File: src/rtl/sbsw_pkg.sv
// ----------------------------------------------------------------------------
// Sync-write framer package
// Shared types, register indexes, protocol bytes and the byte-wise CRC step.
// ----------------------------------------------------------------------------
package sbsw_pkg;

   localparam int MAX_MOTORS = 16;
   localparam int CNT_W      = $clog2(MAX_MOTORS + 1);

   localparam int CSR_AW = 3;
   localparam int CSR_DW = 16;

   localparam logic [CSR_AW-1:0] CSR_PROTOCOL   = 3'd0;
   localparam logic [CSR_AW-1:0] CSR_START_ADDR = 3'd1;
   localparam logic [CSR_AW-1:0] CSR_DATA_LEN   = 3'd2;
   localparam logic [CSR_AW-1:0] CSR_MOTOR_CNT  = 3'd3;
   localparam logic [CSR_AW-1:0] CSR_VALUE_FMT  = 3'd4;

   localparam logic [7:0]  SYNC_BYTE        = 8'hFF;
   localparam logic [7:0]  LONG_MARK        = 8'hFD;
   localparam logic [7:0]  BCAST_ID         = 8'hFE;
   localparam logic [7:0]  INSTR_SYNC_WRITE = 8'h83;
   localparam logic [15:0] CRC_POLY         = 16'h8005;

   localparam logic signed [15:0] SPEED_MAX = 16'sd1023;
   localparam logic signed [15:0] SPEED_MIN = -16'sd1023;

   localparam logic [15:0] LONG_LEN_BASE  = 16'd7;
   localparam logic [15:0] SHORT_LEN_BASE = 16'd4;

   localparam int IDX_W = 4;
   localparam logic [IDX_W-1:0] HDR_LONG_LAST  = 4'd11;
   localparam logic [IDX_W-1:0] HDR_SHORT_LAST = 4'd6;

   localparam int CMD_DEPTH = 2;
   localparam int CMD_PTR_W = $clog2(CMD_DEPTH);
   localparam int CMD_CNT_W = $clog2(CMD_DEPTH + 1);

   typedef struct packed {
      logic [7:0]  motor_id;
      logic [31:0] value;
   } sbsw_req_type;

   typedef struct packed {
      logic [7:0] out_byte;
      logic       run_last;
      logic       packet_last;
   } sbsw_rsp_type;

   typedef struct packed {
      logic        open_pkt;
      logic        close_pkt;
      logic        proto;
      logic [2:0]  dlen;
      logic [15:0] addr;
      logic [15:0] len;
      logic [7:0]  motor_id;
      logic [31:0] value;
   } sbsw_cmd_type;

   typedef enum logic [2:0] {
      PH_IDLE,
      PH_HDR,
      PH_ID,
      PH_DATA,
      PH_TRL
   } sbsw_phase_type;

   function automatic logic [15:0] crc_step(input logic [15:0] crc_i, input logic [7:0] b);
      logic [15:0] c;
      c = crc_i ^ {b, 8'h00};
      for (int k = 0; k < 8; k++) begin
         if (c[15]) begin
            c = {c[14:0], 1'b0} ^ CRC_POLY;
         end else begin
            c = {c[14:0], 1'b0};
         end
      end
      return c;
   endfunction

   function automatic logic [7:0] hdr_byte(input logic proto, input logic [IDX_W-1:0] idx,
                                           input logic [15:0] len, input logic [15:0] addr,
                                           input logic [2:0] dlen);
      logic [7:0] b;
      b = 8'h00;
      if (proto) begin
         unique case (idx)
            4'd0, 4'd1: b = SYNC_BYTE;
            4'd2:       b = LONG_MARK;
            4'd3:       b = 8'h00;
            4'd4:       b = BCAST_ID;
            4'd5:       b = len[7:0];
            4'd6:       b = len[15:8];
            4'd7:       b = INSTR_SYNC_WRITE;
            4'd8:       b = addr[7:0];
            4'd9:       b = addr[15:8];
            4'd10:      b = {5'd0, dlen};
            default:    b = 8'h00;
         endcase
      end else begin
         unique case (idx)
            4'd0, 4'd1: b = SYNC_BYTE;
            4'd2:       b = BCAST_ID;
            4'd3:       b = len[7:0];
            4'd4:       b = INSTR_SYNC_WRITE;
            4'd5:       b = addr[7:0];
            4'd6:       b = {5'd0, dlen};
            default:    b = 8'h00;
         endcase
      end
      return b;
   endfunction

endpackage

File: src/rtl/sbsw_front.sv
// ----------------------------------------------------------------------------
// Sync-write framer front end
// Holds the configuration registers, counts entries of the open packet,
// latches the packet settings on its first beat and builds one command.
// ----------------------------------------------------------------------------
module sbsw_front
   import sbsw_pkg::*;
(
   input  logic              clock,
   input  logic              reset,
   input  logic              csr_wr_en,
   input  logic [CSR_AW-1:0] csr_index,
   input  logic [CSR_DW-1:0] csr_wdata,
   input  logic              req_valid,
   output logic              req_stall,
   input  sbsw_req_type      req_payload,
   input  logic              q_full,
   output logic              q_push,
   output sbsw_cmd_type      q_data
);

   logic             cfg_proto_ff;
   logic [15:0]      cfg_addr_ff;
   logic [2:0]       cfg_dlen_ff;
   logic [4:0]       cfg_count_ff;
   logic             cfg_fmt_ff;

   logic [CNT_W-1:0] cnt_ff, cnt_in;
   logic             lat_proto_ff, lat_proto_in;
   logic [2:0]       lat_dlen_ff, lat_dlen_in;
   logic [CNT_W-1:0] lat_count_ff, lat_count_in;
   logic             lat_fmt_ff, lat_fmt_in;

   logic             opening;
   logic             closing;
   logic [2:0]       dlen_fresh;
   logic [CNT_W-1:0] count_fresh;
   logic [CNT_W:0]   cnt_next;
   logic [CNT_W+2:0] prod;
   logic [15:0]      len;
   logic signed [15:0] spd;
   logic [9:0]       mag;
   logic [31:0]      value_out;

   always_ff @(posedge clock) begin
      if (reset) begin
         cfg_proto_ff <= 1'b1;
         cfg_addr_ff  <= 16'd116;
         cfg_dlen_ff  <= 3'd4;
         cfg_count_ff <= 5'd8;
         cfg_fmt_ff   <= 1'b0;
      end else if (csr_wr_en) begin
         unique case (csr_index)
            CSR_PROTOCOL:   cfg_proto_ff <= csr_wdata[0];
            CSR_START_ADDR: cfg_addr_ff  <= csr_wdata;
            CSR_DATA_LEN:   cfg_dlen_ff  <= csr_wdata[2:0];
            CSR_MOTOR_CNT:  cfg_count_ff <= csr_wdata[4:0];
            CSR_VALUE_FMT:  cfg_fmt_ff   <= csr_wdata[0];
            default: ;
         endcase
      end
   end

   always_comb begin
      if (cfg_dlen_ff == 3'd0) begin
         dlen_fresh = 3'd1;
      end else if (cfg_dlen_ff > 3'd4) begin
         dlen_fresh = 3'd4;
      end else begin
         dlen_fresh = cfg_dlen_ff;
      end
      if (cfg_count_ff == 5'd0) begin
         count_fresh = CNT_W'(1);
      end else if (int'(cfg_count_ff) > MAX_MOTORS) begin
         count_fresh = CNT_W'(MAX_MOTORS);
      end else begin
         count_fresh = CNT_W'(cfg_count_ff);
      end
   end

   assign opening      = (cnt_ff == '0);
   assign lat_proto_in = opening ? cfg_proto_ff : lat_proto_ff;
   assign lat_dlen_in  = opening ? dlen_fresh : lat_dlen_ff;
   assign lat_count_in = opening ? count_fresh : lat_count_ff;
   assign lat_fmt_in   = opening ? cfg_fmt_ff : lat_fmt_ff;

   assign cnt_next = {1'b0, cnt_ff} + (CNT_W+1)'(1);
   assign closing  = (cnt_next >= {1'b0, lat_count_in});
   assign cnt_in   = closing ? '0 : cnt_next[CNT_W-1:0];

   assign prod = (CNT_W+3)'(lat_count_in) * (CNT_W+3)'({1'b0, lat_dlen_in} + 4'd1);
   assign len  = (lat_proto_in ? LONG_LEN_BASE : SHORT_LEN_BASE) + 16'(prod);

   // Speed format: clamp to the symmetric range and send the sign above the magnitude.
   assign spd = signed'(req_payload.value[15:0]);
   always_comb begin
      if (spd > SPEED_MAX) begin
         mag = 10'd1023;
      end else if (spd < SPEED_MIN) begin
         mag = 10'd1023;
      end else if (spd[15]) begin
         mag = 10'(-spd);
      end else begin
         mag = spd[9:0];
      end
   end
   assign value_out = lat_fmt_in ? {21'd0, spd[15], mag} : req_payload.value;

   assign req_stall = q_full;
   assign q_push    = req_valid && !q_full;

   always_comb begin
      q_data.open_pkt  = opening;
      q_data.close_pkt = closing;
      q_data.proto     = lat_proto_in;
      q_data.dlen      = lat_dlen_in;
      q_data.addr      = cfg_addr_ff;
      q_data.len       = len;
      q_data.motor_id  = req_payload.motor_id;
      q_data.value     = value_out;
   end

   always_ff @(posedge clock) begin
      if (reset) begin
         cnt_ff <= '0;
      end else if (q_push) begin
         cnt_ff <= cnt_in;
      end
   end

   always_ff @(posedge clock) begin
      if (q_push) begin
         lat_proto_ff <= lat_proto_in;
         lat_dlen_ff  <= lat_dlen_in;
         lat_count_ff <= lat_count_in;
         lat_fmt_ff   <= lat_fmt_in;
      end
   end

   a_cnt_below_count: assert property (@(posedge clock) disable iff (reset)
      cnt_ff != '0 |-> cnt_ff < lat_count_ff)
      else $error("Entry count reached the packet size without closing.");

endmodule

File: src/rtl/sbsw_fifo.sv
// ----------------------------------------------------------------------------
// Sync-write framer command queue
// Short queue of commands between the front end and the byte sequencer.
// ----------------------------------------------------------------------------
module sbsw_fifo
   import sbsw_pkg::*;
(
   input  logic         clock,
   input  logic         reset,
   input  logic         push,
   input  sbsw_cmd_type push_data,
   input  logic         pop,
   output logic         full,
   output logic         head_valid,
   output sbsw_cmd_type head_data
);

   sbsw_cmd_type           mem_ff [CMD_DEPTH];
   logic [CMD_PTR_W-1:0]   wr_ptr_ff;
   logic [CMD_PTR_W-1:0]   rd_ptr_ff;
   logic [CMD_CNT_W-1:0]   fill_ff;

   assign full       = (fill_ff == CMD_CNT_W'(CMD_DEPTH));
   assign head_valid = (fill_ff != '0);
   assign head_data  = mem_ff[rd_ptr_ff];

   always_ff @(posedge clock) begin
      if (push) begin
         mem_ff[wr_ptr_ff] <= push_data;
      end
   end

   always_ff @(posedge clock) begin
      if (reset) begin
         wr_ptr_ff <= '0;
         rd_ptr_ff <= '0;
         fill_ff   <= '0;
      end else begin
         if (push) begin
            wr_ptr_ff <= (wr_ptr_ff == CMD_PTR_W'(CMD_DEPTH - 1)) ? '0 : wr_ptr_ff + 1'b1;
         end
         if (pop) begin
            rd_ptr_ff <= (rd_ptr_ff == CMD_PTR_W'(CMD_DEPTH - 1)) ? '0 : rd_ptr_ff + 1'b1;
         end
         if (push && !pop) begin
            fill_ff <= fill_ff + 1'b1;
         end else if (pop && !push) begin
            fill_ff <= fill_ff - 1'b1;
         end
      end
   end

endmodule

File: src/rtl/sbsw_back.sv
// ----------------------------------------------------------------------------
// Sync-write framer byte sequencer
// Walks header, ID, value and trailer bytes of the head command, keeps the
// running CRC or byte sum and drives the registered result channel.
// ----------------------------------------------------------------------------
module sbsw_back
   import sbsw_pkg::*;
(
   input  logic         clock,
   input  logic         reset,
   input  logic         head_valid,
   input  sbsw_cmd_type head_data,
   output logic         pop,
   output logic         rsp_valid,
   input  logic         rsp_stall,
   output sbsw_rsp_type rsp_payload
);

   sbsw_phase_type   phase_ff, phase_in, phase_cur;
   logic [IDX_W-1:0] idx_ff, idx_in;
   logic [15:0]      check_ff, check_in;
   logic             rsp_valid_ff;
   sbsw_rsp_type     rsp_ff, rsp_in;
   logic             advance;
   logic             done;
   logic             upd;
   logic [15:0]      base;
   logic [IDX_W-1:0] hdr_last;

   assign advance  = head_valid && (!rsp_valid_ff || !rsp_stall);
   assign hdr_last = head_data.proto ? HDR_LONG_LAST : HDR_SHORT_LAST;

   always_comb begin
      phase_cur = (phase_ff == PH_IDLE) ? (head_data.open_pkt ? PH_HDR : PH_ID) : phase_ff;
      phase_in  = phase_cur;
      idx_in    = idx_ff;
      done      = 1'b0;
      upd       = 1'b1;
      rsp_in    = '0;
      base      = (phase_cur == PH_HDR && idx_ff == '0) ? 16'd0 : check_ff;
      unique case (phase_cur)
         PH_HDR: begin
            rsp_in.out_byte = hdr_byte(head_data.proto, idx_ff, head_data.len,
                                       head_data.addr, head_data.dlen);
            if (idx_ff == hdr_last) begin
               phase_in = PH_ID;
               idx_in   = '0;
            end else begin
               idx_in = idx_ff + 1'b1;
            end
         end
         PH_ID: begin
            rsp_in.out_byte = head_data.motor_id;
            phase_in = PH_DATA;
            idx_in   = '0;
         end
         PH_DATA: begin
            rsp_in.out_byte = head_data.value[{idx_ff[1:0], 3'b000} +: 8];
            if (idx_ff == IDX_W'(head_data.dlen) - 1'b1) begin
               idx_in = '0;
               if (head_data.close_pkt) begin
                  phase_in = PH_TRL;
               end else begin
                  phase_in        = PH_IDLE;
                  done            = 1'b1;
                  rsp_in.run_last = 1'b1;
               end
            end else begin
               idx_in = idx_ff + 1'b1;
            end
         end
         PH_TRL: begin
            upd = 1'b0;
            if (!head_data.proto) begin
               rsp_in.out_byte = ~check_ff[7:0];
            end else if (idx_ff == '0) begin
               rsp_in.out_byte = check_ff[7:0];
            end else begin
               rsp_in.out_byte = check_ff[15:8];
            end
            if (!head_data.proto || idx_ff != '0) begin
               phase_in           = PH_IDLE;
               idx_in             = '0;
               done               = 1'b1;
               rsp_in.run_last    = 1'b1;
               rsp_in.packet_last = 1'b1;
            end else begin
               idx_in = idx_ff + 1'b1;
            end
         end
         default: begin
            upd = 1'b0;
         end
      endcase
      if (!upd) begin
         check_in = check_ff;
      end else if (head_data.proto) begin
         check_in = crc_step(base, rsp_in.out_byte);
      end else if (phase_cur == PH_HDR && idx_ff < IDX_W'(2)) begin
         check_in = 16'd0;
      end else begin
         check_in = base + {8'h00, rsp_in.out_byte};
      end
   end

   assign pop = advance && done;

   always_ff @(posedge clock) begin
      if (reset) begin
         phase_ff <= PH_IDLE;
         idx_ff   <= '0;
         check_ff <= '0;
      end else if (advance) begin
         phase_ff <= phase_in;
         idx_ff   <= idx_in;
         check_ff <= check_in;
      end
   end

   always_ff @(posedge clock) begin
      if (reset) begin
         rsp_valid_ff <= 1'b0;
      end else if (!rsp_valid_ff || !rsp_stall) begin
         rsp_valid_ff <= head_valid;
      end
   end

   always_ff @(posedge clock) begin
      if (advance) begin
         rsp_ff <= rsp_in;
      end
   end

   assign rsp_valid   = rsp_valid_ff;
   assign rsp_payload = rsp_ff;

   a_trl_needs_close: assert property (@(posedge clock) disable iff (reset)
      phase_ff == PH_TRL |-> head_valid && head_data.close_pkt)
      else $error("Trailer phase without a closing command at the queue head.");

   a_hdr_needs_open: assert property (@(posedge clock) disable iff (reset)
      phase_ff == PH_HDR |-> head_valid && head_data.open_pkt)
      else $error("Header phase without an opening command at the queue head.");

   a_pkt_last_is_run_last: assert property (@(posedge clock) disable iff (reset)
      rsp_valid_ff && rsp_ff.packet_last |-> rsp_ff.run_last)
      else $error("Packet end flagged on a beat that does not end its item.");

endmodule

File: src/rtl/servo_bus_sync_write_framer.sv
// ----------------------------------------------------------------------------
// Servo bus sync-write framer
// Turns motor ID and value beats into the bytes of a broadcast sync-write
// packet, one byte per result beat.
// ----------------------------------------------------------------------------
// Each request beat yields one result beat per wire byte: the ID and one to
// four value bytes, plus the header (12 or 7 bytes) on the first entry of a
// packet and the CRC or checksum (2 or 1 bytes) on the last. The byte
// sequencer emits one byte per clock while the result channel is not stalled;
// a two-entry command queue lets the next request be taken while the current
// one is still being sent.
// Configuration is sampled when a packet opens.
module servo_bus_sync_write_framer
   import sbsw_pkg::*;
(
   input  logic              clock,
   input  logic              reset,
   input  logic              csr_wr_en,
   input  logic [CSR_AW-1:0] csr_index,
   input  logic [CSR_DW-1:0] csr_wdata,
   input  logic              req_valid,
   output logic              req_stall,
   input  sbsw_req_type      req_payload,
   output logic              rsp_valid,
   input  logic              rsp_stall,
   output sbsw_rsp_type      rsp_payload
);

   logic         q_full;
   logic         q_push;
   logic         q_pop;
   logic         head_valid;
   sbsw_cmd_type q_data;
   sbsw_cmd_type head_data;

   sbsw_front u_front (
      .clock       (clock),
      .reset       (reset),
      .csr_wr_en   (csr_wr_en),
      .csr_index   (csr_index),
      .csr_wdata   (csr_wdata),
      .req_valid   (req_valid),
      .req_stall   (req_stall),
      .req_payload (req_payload),
      .q_full      (q_full),
      .q_push      (q_push),
      .q_data      (q_data)
   );

   sbsw_fifo u_fifo (
      .clock      (clock),
      .reset      (reset),
      .push       (q_push),
      .push_data  (q_data),
      .pop        (q_pop),
      .full       (q_full),
      .head_valid (head_valid),
      .head_data  (head_data)
   );

   sbsw_back u_back (
      .clock       (clock),
      .reset       (reset),
      .head_valid  (head_valid),
      .head_data   (head_data),
      .pop         (q_pop),
      .rsp_valid   (rsp_valid),
      .rsp_stall   (rsp_stall),
      .rsp_payload (rsp_payload)
   );

endmodule
File: config.mk
export PLATFORM = sky130hd
export DESIGN_NAME = servo_bus_sync_write_framer
export DESIGN_NICKNAME = d
export VERILOG_FILES = /design/src/rtl/sbsw_pkg.sv /design/src/rtl/sbsw_front.sv /design/src/rtl/sbsw_fifo.sv /design/src/rtl/sbsw_back.sv /design/src/rtl/servo_bus_sync_write_framer.sv
export SDC_FILE = /design/constraint.sdc
export NUM_CORES = 1
export LEC_CHECK = 0
export ABC_AREA = 1
export ABC_CLOCK_PERIOD_IN_PS = 5950
export BUFFER_PORTS_ARGS = -buffer_cell sky130_fd_sc_hd__buf_2
export CAP_MARGIN = 20
export CELL_PAD_IN_SITES_DETAIL_PLACEMENT = 0
export CELL_PAD_IN_SITES_GLOBAL_PLACEMENT = 1
export CORE_MARGIN = 3
export CORE_UTILIZATION = 40
export DETAILED_ROUTE_END_ITERATION = 8
export GPL_TIMING_DRIVEN = 0
export PLACE_DENSITY_LB_ADDON = 0.1
export RECOVER_POWER = 100
export SYNTH_ARGS = -nofsm -noshare
export SYNTH_HDL_FRONTEND = slang
export SYNTH_SLANG_ARGS = --single-unit
File: constraint.sdc
create_clock -name clock -period 5.95 [get_ports clock]
set_input_delay 0.595 -clock clock [delete_from_list [all_inputs] [get_ports clock]]
set_output_delay 0.595 -clock clock [all_outputs]
set_load 0.03 [all_outputs]
# Word level (Yosys, flattened, before mapping)
# Memories as Yosys holds them, arrays and structs flattened. A register that Yosys moved wholly into a read port is not among the register bits.
# Index checks and enable logic that the tools add are counted.
# W data, S select, Z words.
dict set report totals {
  register_bits 79
  ramBits 156
  inputBits 64
  output_inout_bits 12
  word_cells 177
  memories 1
}
# memory words word_bits rd rd_ports_with_merged_regs wr line
set memory_table {}
lappend memory_table {u_fifo.mem_ff 2 78 1 1 1 sbsw_fifo.sv:18} ;# sbsw_cmd_type mem_ff [CMD_DEPTH];
dict set report classes {
  n_addsub 11
  multipliers 1
  magnitude_cmp 6
  n_eq_ne 21
  shift 1
  n_mux 72
  bitwise 10
  n_reduce_logical 34
}
# cell count
set op_table {}
lappend op_table {{$mux W16} 25}
lappend op_table {{$pmux W8 S9} 1}
lappend op_table {{$pmux W8 S6} 1}
lappend op_table {{$add A16 B8 Y16} 2}
lappend op_table {{$mux W32} 1}
lappend op_table {{$pmux W8 S4} 1}
lappend op_table {{$shiftx A32 B6 Y8} 1}
lappend op_table {{$mux W10} 3}
lappend op_table {{$mux W3} 8}
lappend op_table {{$mux W8} 3}
lappend op_table {{$not A3 Y3} 8}
lappend op_table {{$mux W5} 4}
lappend op_table {{$eq A4 B3 Y1 const B} 4}
lappend op_table {{$gt A16 B11 Y1 const B} 1}
lappend op_table {{$lt A16 B11 Y1 const B} 1}
lappend op_table {{$mux W4} 4}
lappend op_table {{$pmux W4 S4} 1}
lappend op_table {{$xor A16 B16 Y16} 1}
lappend op_table {{$reduce_and A2 Y1} 7}
lappend op_table {{$eq A3 B2 Y1 const B} 4}
lappend op_table {{$eq A4 B4 Y1 const B} 3}
lappend op_table {{$mux W1} 12}
lappend op_table {{$pmux W3 S4} 1}
lappend op_table {{$logic_not A5 Y1} 2}
lappend op_table {{31 further kinds} 57}

# Logic depth before layout (Yosys ltp)
# Gate-level depths: netlist of the first run.
dict set report logic_depth {
  ltp_word 37
  depth_mapped 28
  ltp_nobuf 27
}

# By module
# Synthesis of the first run repeated with hierarchy kept, for this count alone.
dict set report hier_totals {
  hier_cells 1379
  area_unflattened_um2 13098.8
}
# mod instances cells_per_inst area_per_inst_um2 seq_area_each_um2
set by_module_without_submodules {}
lappend by_module_without_submodules {sbsw_fifo 1 276 5934.4 4784.6}
lappend by_module_without_submodules {sbsw_back 1 640 3992.6 780.7}
lappend by_module_without_submodules {sbsw_front 1 463 3171.8 920.9}

# Worst setup path after synthesis of the first run
# Ideal clock, no wire load.
dict set report synth_timing {
  path_kind {reg2reg}
  start {reg u_front.cnt_ff[0]}
  end {mem u_fifo.mem_ff[0][47] in the netlist's numbering (data pin)}
  setup_ns 0.270
  arrival_ns 4.455
  required_time_ns 5.680
  setup_slack_ns 1.225
  path_stages_with_launch 23
  n_path_buf 0
  period_less_slack_ns 4.725
  path_cell_list {dfxtp_1 inv_1 ha_1 nand2_1 nor2_4 inv_1 or2_1 o21ai_0 ha_1 xor2_1 nor2_1 fa_1 fa_1 ha_1 a21oi_1 inv_1 a31oi_1 or2_2 nand2_1 a21oi_1 xor2_1 xor2_1 xor2_1}
}
# item line
set synth_lines {}
lappend synth_lines {{from (decl)} sbsw_front.sv:28} ;# logic [CNT_W-1:0] cnt_ff, cnt_in;
lappend synth_lines {{from (signal assigned)} sbsw_front.sv:127} ;# cnt_ff <= cnt_in;
lappend synth_lines {{to (decl)} sbsw_fifo.sv:18}

==> flow_summary.yaml, run 1 <==
run_status:
  status: "finished, violations left"
  violations: "max-capacitance violations, max-slew violations"
setup_path:
  crit_required_ns: 6.21
  cp_max_fo: 11
  ff2ff_path_depth: 22
  path_class: "register to register"
  endpoint_kind: "register"
  cp-start-kind: "register"
  arrival_ns: 5.68
grt:
  grt_pass1_vias: 9418
  gr-total-overflow: 0
  grt_pass1_wl_um: 54000
  antenna_found_initial: 0
  grt_usage: 0.211
  grt_max_degree: 31
clock_network:
  cts_hold_buf: 0
  clock_latency_ns: 0.53
  clock_path_buffers: 3
  cts.sinks: 222
  cts_inserted_buffers: 26
  clk_pin_slew_worst_paths_ns: 0.06
  postCtsSetupRepairBufs: 0
  cts_tree: "done"
  clock-root-buffer: "clkbuf_16"
  cts.htree.levels: 1
routing:
  avgRoutedWirePerCell_um: 17.9
  vias: 9957
  viasPerCell: 5.06
  firstDrtPassIters: 6
  wirelength_um: 35100
  drc: 0
  dr.first_iter.drc_count: 778
  ant_nets: 0
timing:
  max_freq_mhz: 184
  finalHoldViolCount: 0
  fin_crit_ns: 5.42
  relSlewSlack: -0.167
  setup_viol: 0
  worst_pin_slew_ns: 1.75
  slew_viol_final: 135
  clock_skew_ns: 0.0133
  rsz0062_at_grt: "false"
  timing.final.crit_share: 0.911
  setup_tns_ns: 0
layout:
  drive_above_1_share: 0.119
  area_growth_pct: 13.8
  final_cell_area_sq_um: 13900
  layout.nets: 1665
  final_common_cell: "nand2_1"
  fillers: 3051
  mostFrequentLayoutCells: "nand2_1, edfxtp_1, inv_1, nor2_1, nand3_1"
  antennaDiodeCount: 0
die:
  core_sq_um: 29900
  io_pins: 76
  start_util: 0.408
  die_area_sq_um: 32600
  rows: 63
  die_h_um: 181
  dieWidth_um: 181
yosys:
  yosysTopAreaCell: "edfxtp_1"
  synth_nets: 1558
  syn_avg_cell_area_sq_um: 8.40
  yosysSeqAreaShare: 0.498
  ys_async_sr_fraction: 0
  synth_edf_count: 162
  synth.top_cell.area_share: 0.399
  ys_ff_latch: 222
  synth.area.top_cells: "edfxtp_1, nand2_1, dfxtp_1"
  yosysWarnings: 0
  synth-main-ff-cell: "edfxtp_1"
  synthCells: 1451
  netlist_area_sq_um: 12200
  yosys.cell_types.count: 54
power_and_ir_drop:
  p_leak_uw: 0.00602
  p_per_area_nw_per_um2: 395
  peakVddDrop_uv: 176
placed_design:
  io_buffers: 75
  place.gp.congestion: 0.892
  hpwl_um: 26300
  place_area_sq_um: 13100
flow_run:
  max_cap_violations: 5
min_path:
  min_path_type: "primary input to register"
  hold_path_depth: 1
[area by class of cell]
class / instances / area [sq um] / area share
Buffer: 42 / 274 / 0.0198
Clock buffer: 31 / 701 / 0.0505
Clock inverter: 16 / 154 / 0.0111
Inverter: 160 / 607 / 0.0438
Multi-Input combinational cell: 1027 / 5210 / 0.376
Sequential cell: 222 / 6070 / 0.437
Tap cell: 390 / 488 / 0.0352
Timing Repair Buffer: 79 / 367 / 0.0264
[final timing paths]
path	from	end	slack, ns
hold reg to reg	u_front.cfg_addr_ff[2]	u_fifo.mem_ff[0][58]	0.45
setup / recovery	u_front.cnt_ff[0]	u_fifo.mem_ff[1][47]	0.53
hold / removal	req_payload[39]	u_fifo.mem_ff[0][39]	0.26
setup reg to reg	u_front.cnt_ff[0]	u_fifo.mem_ff[1][47]	0.53
[registers in the layout, summed over array words and instances (netlist names), named ones only]
signal / cells
u_front.cfg_addr_ff: 16
u_front.cfg_proto_ff: 1
u_back.check_ff: 16
u_front.cfg_count_ff: 5
u_front.lat_fmt_ff: 1
u_fifo.wr_ptr_ff: 1
u_fifo.rd_ptr_ff: 1
u_front.cnt_ff: 5
u_front.lat_count_ff: 5
u_back.rsp_valid: 1
u_front.cfg_fmt_ff: 1
u_front.lat_dlen_ff: 3
u_front.lat_proto_ff: 1
u_back.rsp_payload: 10
u_back.phase_ff: 3
u_front.cfg_dlen_ff: 3
u_fifo.fill_ff: 2
u_back.idx_ff: 4
u_fifo.mem_ff: 142
[cells by family (layout without fill, tap and decap cells)]
kind of cell	Yosys count	count (layout)	share of synthesized area
and+or+nand+nor	769	769	0.275
AOI/OAI and AO/OA	189	189	0.0871
adders and majority gates	43	43	0.0484
muxes	1	1	0.000821
DFF	222	222	0.498
buffers and inverters	202	328	0.0731
xor gates and xnor gates	25	25	0.0180
[routing by layer]
metal  track usage  part of all wire  up-vias
met3        0.0242             0.045       45
met2         0.354              0.47      222
li1              -                 -     5031
met4        0.0500             0.025        0
met5             0                 0        -
met1         0.295              0.46     4659
[report_power, final]
part | switching [uW] | internal, uW
Combinational | 1290 | 552
Clock | 633 | 964
Sequential | 88.1 | 1950
Total | 2020 | 3460
[worst max-delay path: stages (launching register included)]
cell     delay (ns)
dfxtp_1        0.35
inv_1          0.09
ha_1           0.14
nand2_1        0.08
nor2_4         0.33
inv_1          0.21
or2_0          0.31
o21ai_2        0.39
ha_1           0.27
xor2_2         0.24
nor2_1         0.09
fa_1           0.50
fa_1           0.49
ha_1           0.36
a21oi_1        0.14
inv_1          0.05
a31oi_1        0.17
or2_2          0.15
nand2_1        0.05
a21oi_1        0.15
xor2_1         0.19
xor2_1         0.28
xor2_1         0.12
[synth_stat cells, types with 6 or more instances]
master    count
a21oi_1      61
a31oi_1      14
buf_2         8
buf_6        13
clkbuf_1     15
dfxtp_1      60
edfxtp_1    162
fa_1          7
ha_1         36
inv_1       143
inv_2        12
nand2_1     419
nand2_2      20
nand2_4       7
nand3_1     117
nand4_1      17
nor2_1      138
nor2_2       12
nor2_4        6
nor3_1       15
o21ai_0      76
or2_2         9
xor2_1       21
[timing repair]
item,4_1_cts,5_1_grt
hold endpoints to repair,0,0
setup endpoints to repair,0,4
resized for setup,0,3
[through the flow]
stage,utilization,hold slack [ns],total power [uW],std cells,setup WS [ns]
after floorplan,-,0.420,3380,1451,1.22
after global placement,0.437,0.432,3920,1916,-0.588
final,0.464,0.260,5480,1967,0.529
after CTS,0.469,0.241,5550,1967,0.253
after detailed placement,0.440,0.439,3940,1920,0.286
after global routing,0.464,0.244,5830,1967,0.0850
Note: power is estimated with default switching activity, not from simulation.
==> run 2, diff against run 1 <==
--- a/config.mk
+++ b/config.mk
@@ -11,7 +11,6 @@
 export CAP_MARGIN = 20
 export CELL_PAD_IN_SITES_DETAIL_PLACEMENT = 0
 export CELL_PAD_IN_SITES_GLOBAL_PLACEMENT = 1
-export CORE_MARGIN = 3
 export CORE_UTILIZATION = 40
 export DETAILED_ROUTE_END_ITERATION = 8
 export GPL_TIMING_DRIVEN = 0
==> run 2 against run 1 <==
The run still ends with max-capacitance violations, max-slew violations left. Highest routed layer unchanged. Non-clock buffer count up 1. Die area decreased by 4.4%. Largest cell class unchanged. Largest power group unchanged. Flip-flop and latch count unchanged. Combinational power hardly changed. Via count shrank 0.38%. First-iteration DRC count fell by 13%.
==> flow_summary.yaml, run 2 (synthesis results as in run 1) <==
clock_network:
  clk_pin_slew_worst_paths_ns: 0.06
  cts_hold_buf: 0
  cts_inserted_buffers: 26
  cts_tree: "done"
  clock-root-buffer: "clkbuf_16"
  clock_latency_ns: 0.55
  cts.htree.levels: 1
  cts.sinks: 222
  clock_path_buffers: 3
grt:
  grt_max_degree: 31
  gr-total-overflow: 0
  grt_pass1_vias: 9476
  use_met2: 0.385
  grtUsageMet1: 0.304
  grt_use_met3: 0.0241
  antenna_found_initial: 0
  busiest_layer: "met2"
  grt_pass1_wl_um: 53700
  grt_usage: 0.228
setup_path:
  worst_path_most_repeated_cell: "xor2_1"
  path_class: "register to register"
  cp_max_fo: 11
  startpoint: "u_front.cnt_ff[0]"
  crit_slowest_cell: "fa_1"
  rr_startpoint: "u_front.cnt_ff[0]"
  rrSetupSlack_ns: 0.55
  cpPeakStageDelay_ns: 0.50
  cp_top_family: "adder cells"
  cp_num_buf_inv: 3
  cp-start-kind: "register"
  crit_required_ns: 6.23
  arrival_ns: 5.68
  crit_chain: "inv_1 > ha_1 > nand2_1 > nor2_4 > inv_1 > or2_0 > o21ai_1 > ha_1 > xor2_1 > nor2_1 > fa_1 > fa_1 > ha_1 > a21oi_1 > inv_1 > a31oi_1 > or2_2 > nand2_1 > a21oi_1 > xor2_1 > xor2_1 > xor2_1"
  endpoint_kind: "register"
layout:
  area_growth_pct: 13.8
  reg_top3: "u_fifo.mem_ff: 142 flops, u_back.check_ff: 16 flops, u_front.cfg_addr_ff: 16 flops"
  mostFrequentLayoutCells: "nand2_1, edfxtp_1, inv_1, nor2_1, nand3_1"
  final_cells: 1969
  layout.nets: 1666
  antennaDiodeCount: 0
  largest_register: "u_fifo.mem_ff"
  drive_above_1_share: 0.116
  final_common_cell: "nand2_1"
  largest_register_ffs: 142
  fillers: 2972
power_and_ir_drop:
  p_comb_frac: 0.337
  netSwitchingPower_uw: 2030
  p_leak_uw: 0.00600
  peakVddDrop_uv: 269
  p_sw_frac: 0.370
  p_per_area_nw_per_um2: 394
  intPower_uw: 3440
  power_frac_seq: 0.372
  pwr-share-clk: 0.291
timing:
  rsz0062_at_grt: "false"
  relSlewSlack: -0.232
  clock_skew_ns: 0.0202
  timing.final.crit_share: 0.907
  hold_slack_ns: 0.240
  setup_viol: 0
  slew_viol_final: 129
  max_freq_mhz: 185
  fin_crit_ns: 5.40
  worst_pin_slew_ns: 1.85
  finalHoldViolCount: 0
die:
  io_pins: 76
  dieWidth_um: 177
  die_area_sq_um: 31200
  die_h_um: 177
  start_util: 0.409
  rows: 63
  core_sq_um: 29800
routing:
  dr.first_iter.drc_count: 679
  firstDrtPassIters: 5
  viasPerCell: 5.04
  vias: 9919
  drc: 0
  avgRoutedWirePerCell_um: 17.7
  wirelength_um: 34900
  ant_nets: 0
placed_design:
  place.gp.congestion: 0.915
  io_buffers: 75
  hpwl_um: 26300
  placed_cells: 1920
run_status:
  status: "finished, violations left"
  violations: "max-capacitance violations, max-slew violations"
flow_run:
  max_cap_violations: 5
min_path:
  min_path_type: "primary input to register"
  min_from: "req_payload[37]"
run 2: changes by cell type in the layout (fill, tap and decap cells not counted), sizes merged:
cell / before / now
buf: 80 / 79
bufinv: 3 / 1
clkbuf: 72 / 82
clkinv: 16 / 8
clkinvlp: 1 / 3
inv: 156 / 157
run 2: path summary, 6_finish.rpt:
kind / endpoint / depth (start not counted)
worst max register to register: u_fifo.mem_ff[1][47] / 22
worst max-delay path: u_fifo.mem_ff[1][47] / 22
worst min register to register: u_fifo.mem_ff[0][67] / 0
worst min-delay path: u_fifo.mem_ff[1][37] / 1
run 2: layout make-up:
type	count	area, sq um	area share
Sequential cell	222	6070	0.437
Multi-Input combinational cell	1027	5200	0.375
Clock buffer	39	772	0.0557
Inverter	160	607	0.0438
Tap cell	390	488	0.0352
Timing Repair Buffer	80	370	0.0267
Buffer	42	274	0.0198
Clock inverter	9	92.6	0.00668
run 2: what timing repair did:
action / CTS / global route
setup endpoints to repair: 0 / 4
setup buffers: 0 / 0
gates resized for setup: 0 / 1
run 2: power by group through the flow:
stage | sequential, uW | combinational (uW) | clock [uW]
finish | 2030 | 1840 | 1590
detailed placement | 2060 | 1880 | 0
floorplan | 2080 | 1290 | 0
global route | 2050 | 2070 | 1670
global placement | 2070 | 1850 | 0
CTS | 2030 | 1890 | 1610
run 2: layer usage:
metal | vias up | wire length, um
li1 | 5030 | -
met5 | - | 0
met1 | 4623 | 15900
met3 | 58 | 1320
met4 | 0 | 1250
met2 | 208 | 16400
run 2: stage by stage:
step | worst slack [ns] | setup TNS, ns | total power [uW] | util | area, sq um
4_1_cts | 0.311 | 0 | 5530 | 0.470 | 14000
2_1_floorplan | 1.22 | 0 | 3380 | - | 12200
3_5_place_dp | 0.345 | 0 | 3940 | 0.441 | 13100
5_1_grt | 0.0684 | 0 | 5800 | 0.465 | 13900
3_3_place_gp | -0.677 | -89.99 | 3920 | 0.438 | 13100
6_report | 0.550 | 0 | 5470 | 0.465 | 13900
==> run 3, diff against run 2 <==
--- a/config.mk
+++ b/config.mk
@@ -8,10 +8,10 @@
 export ABC_AREA = 1
 export ABC_CLOCK_PERIOD_IN_PS = 5950
 export BUFFER_PORTS_ARGS = -buffer_cell sky130_fd_sc_hd__buf_2
-export CAP_MARGIN = 20
-export CELL_PAD_IN_SITES_DETAIL_PLACEMENT = 0
-export CELL_PAD_IN_SITES_GLOBAL_PLACEMENT = 1
-export CORE_UTILIZATION = 40
+export CAP_MARGIN = 10
+export CELL_PAD_IN_SITES_DETAIL_PLACEMENT = 1
+export CELL_PAD_IN_SITES_GLOBAL_PLACEMENT = 2
+export CORE_UTILIZATION = 38
 export DETAILED_ROUTE_END_ITERATION = 8
 export GPL_TIMING_DRIVEN = 0
 export PLACE_DENSITY_LB_ADDON = 0.1
==> run 3 against run 2 <==
The run still ends with max-capacitance violations, max-slew violations left. Global-route usage rose by 1.2 points. Register-to-register slack barely moved. Die area rose by 5.2%. Clock-buffer cell count fell by 8. Critical path depth did not move. Routed wire length rose by 9.8%. Via count rose by 2.6%.
==> flow_summary.yaml, run 3 (synthesis results as in run 1) <==
layout:
  largest_register: "u_fifo.mem_ff"
  fin_util: 0.443
  mostFrequentLayoutCells: "nand2_1, edfxtp_1, inv_1, nor2_1, nand3_1"
  drive_above_1_share: 0.118
  final_cell_area_sq_um: 14000
  layout.nets: 1665
  reg_top3: "u_fifo.mem_ff: 142 flops, u_back.check_ff: 16 flops, u_front.cfg_addr_ff: 16 flops"
  final_common_cell: "nand2_1"
  antennaDiodeCount: 0
  largest_register_ffs: 142
  area_growth_pct: 14.6
  final_cells: 1980
placed_design:
  placed_cells: 1932
  dp_slack_ns: 0.217
  hpwl_um: 29100
  io_buffers: 75
  place.gp.congestion: 0.850
  place_area_sq_um: 13200
power_and_ir_drop:
  power_frac_seq: 0.362
  p_per_area_nw_per_um2: 403
  pwr-share-clk: 0.303
  p_sw_frac: 0.370
  intPower_uw: 3550
  netSwitchingPower_uw: 2080
  p_comb_frac: 0.336
  p_leak_uw: 0.00604
  peakVddDrop_uv: 195
timing:
  setup_tns_ns: 0
  slew_viol_final: 88
  setup_viol: 0
  max_freq_mhz: 185
  fin_crit_ns: 5.41
  worst_pin_slew_ns: 1.84
  clock_skew_ns: 0.0180
  relSlewSlack: -0.227
  rsz0062_at_grt: "false"
  worst_slack_ns: 0.542
  timing.final.crit_share: 0.909
  finalHoldViolCount: 0
setup_path:
  arrival_ns: 5.68
  endpoint_kind: "register"
  crit_required_ns: 6.22
  cp-start-kind: "register"
  path_class: "register to register"
  cp_max_fo: 11
routing:
  ant_nets: 0
  firstDrtPassIters: 5
  drc: 0
  avgRoutedWirePerCell_um: 19.3
  wirelength_um: 38300
  viasPerCell: 5.14
  dr.first_iter.drc_count: 478
  vias: 10181
run_status:
  status: "finished, violations left"
  violations: "max-capacitance violations, max-slew violations"
clock_network:
  cts_inserted_buffers: 26
  cts_tree: "done"
  cts.sinks: 222
  clk_pin_slew_worst_paths_ns: 0.06
  clock_latency_ns: 0.54
  clock-root-buffer: "clkbuf_16"
  cts.htree.levels: 1
  clock_path_buffers: 3
die:
  core_sq_um: 31600
  die_h_um: 181
  die_area_sq_um: 32800
  dieWidth_um: 181
  rows: 65
  io_pins: 76
  start_util: 0.386
grt:
  grt_usage: 0.240
  grt_pass1_vias: 10677
  gr-total-overflow: 0
  grt_pass1_wl_um: 60000
  grt_max_degree: 31
  antenna_found_initial: 0
flow_run:
  max_cap_violations: 3
min_path:
  min_path_type: "primary input to register"
run 3: cell types whose count changed in the layout (fill, tap and decap cells not counted), moves of 2 or more:
cell / change
bufinv_16: +4
clkbuf_1: -4
buf_2: -3
clkinv_1: +3
clkinv_2: +3
clkinvlp_4: -3
clkbuf_16: -2
inv_6: +2
run 3: layout make-up:
cell class | count | area, sq um
fillers | 3795 | 17600
flip-flops and latches | 222 | 6070
multi-input cells | 1027 | 5220
clock buffers | 31 | 689
inverters | 160 | 607
well taps | 402 | 503
repair buffers | 79 | 379
plain buffers | 42 | 274
clock inverters | 17 | 228
run 3: power by group through the flow:
stage | combinational (uW) | sequential [uW] | clock (uW)
3_3_place_gp | 1860 | 2080 | 0
6_report | 1890 | 2040 | 1700
4_1_cts | 1940 | 2040 | 1740
5_1_grt | 2120 | 2060 | 1800
2_1_floorplan | 1290 | 2080 | 0
3_5_place_dp | 1920 | 2070 | 0
run 3: metrics by stage:
stage	power, uW	hold WS, ns
floorplan	3380	0.420
global placement	3940	0.432
detailed placement	3990	0.443
CTS	5710	0.241
global route	5980	0.278
finish	5630	0.263
run 3: metal layers:
metal,part of all wire,track usage
met3,0.032,0.0284
met5,0,0
met1,0.46,0.309
met2,0.48,0.414
met4,0.037,0.0847
run 3: path summary, 6_finish.rpt:
| path | from | end | slack [ns] | cells past startpoint |
|---|---|---|---|---|
| hold reg to reg | u_front.cfg_addr_ff[8] | u_fifo.mem_ff[1][64] | 0.46 | 0 |
| setup / recovery | u_front.cnt_ff[0] | u_fifo.mem_ff[1][48] | 0.54 | 22 |
| setup reg to reg | u_front.cnt_ff[0] | u_fifo.mem_ff[1][48] | 0.54 | 22 |
| hold / removal | csr_wdata[6] | u_front.cfg_addr_ff[6] | 0.26 | 3 |
run 3: worst max-delay path: stages (launching register included):
cell and delay, ns:
dfxtp_1 0.36, inv_1 0.09, ha_1 0.14, nand2_1 0.08, nor2_4 0.35, inv_1 0.22, or2_0 0.36, o21ai_4 0.33
ha_1 0.25, xor2_2 0.25, nor2_1 0.10, fa_1 0.49, fa_1 0.49, ha_1 0.36, a21oi_1 0.15, inv_1 0.05
a31oi_1 0.17, or2_2 0.15, nand2_1 0.05, a21oi_1 0.15, xor2_1 0.19, xor2_1 0.24, nor2_1 0.11
run 3: repair_timing:
item | 4_1_cts | 5_1_grt
setup endpoints to repair | 0 | 4
gates resized for setup | 0 | 4
hold buffers | 0 | 0
endpoints found under the hold margin | 0 | 0
setup buffers | 0 | 0
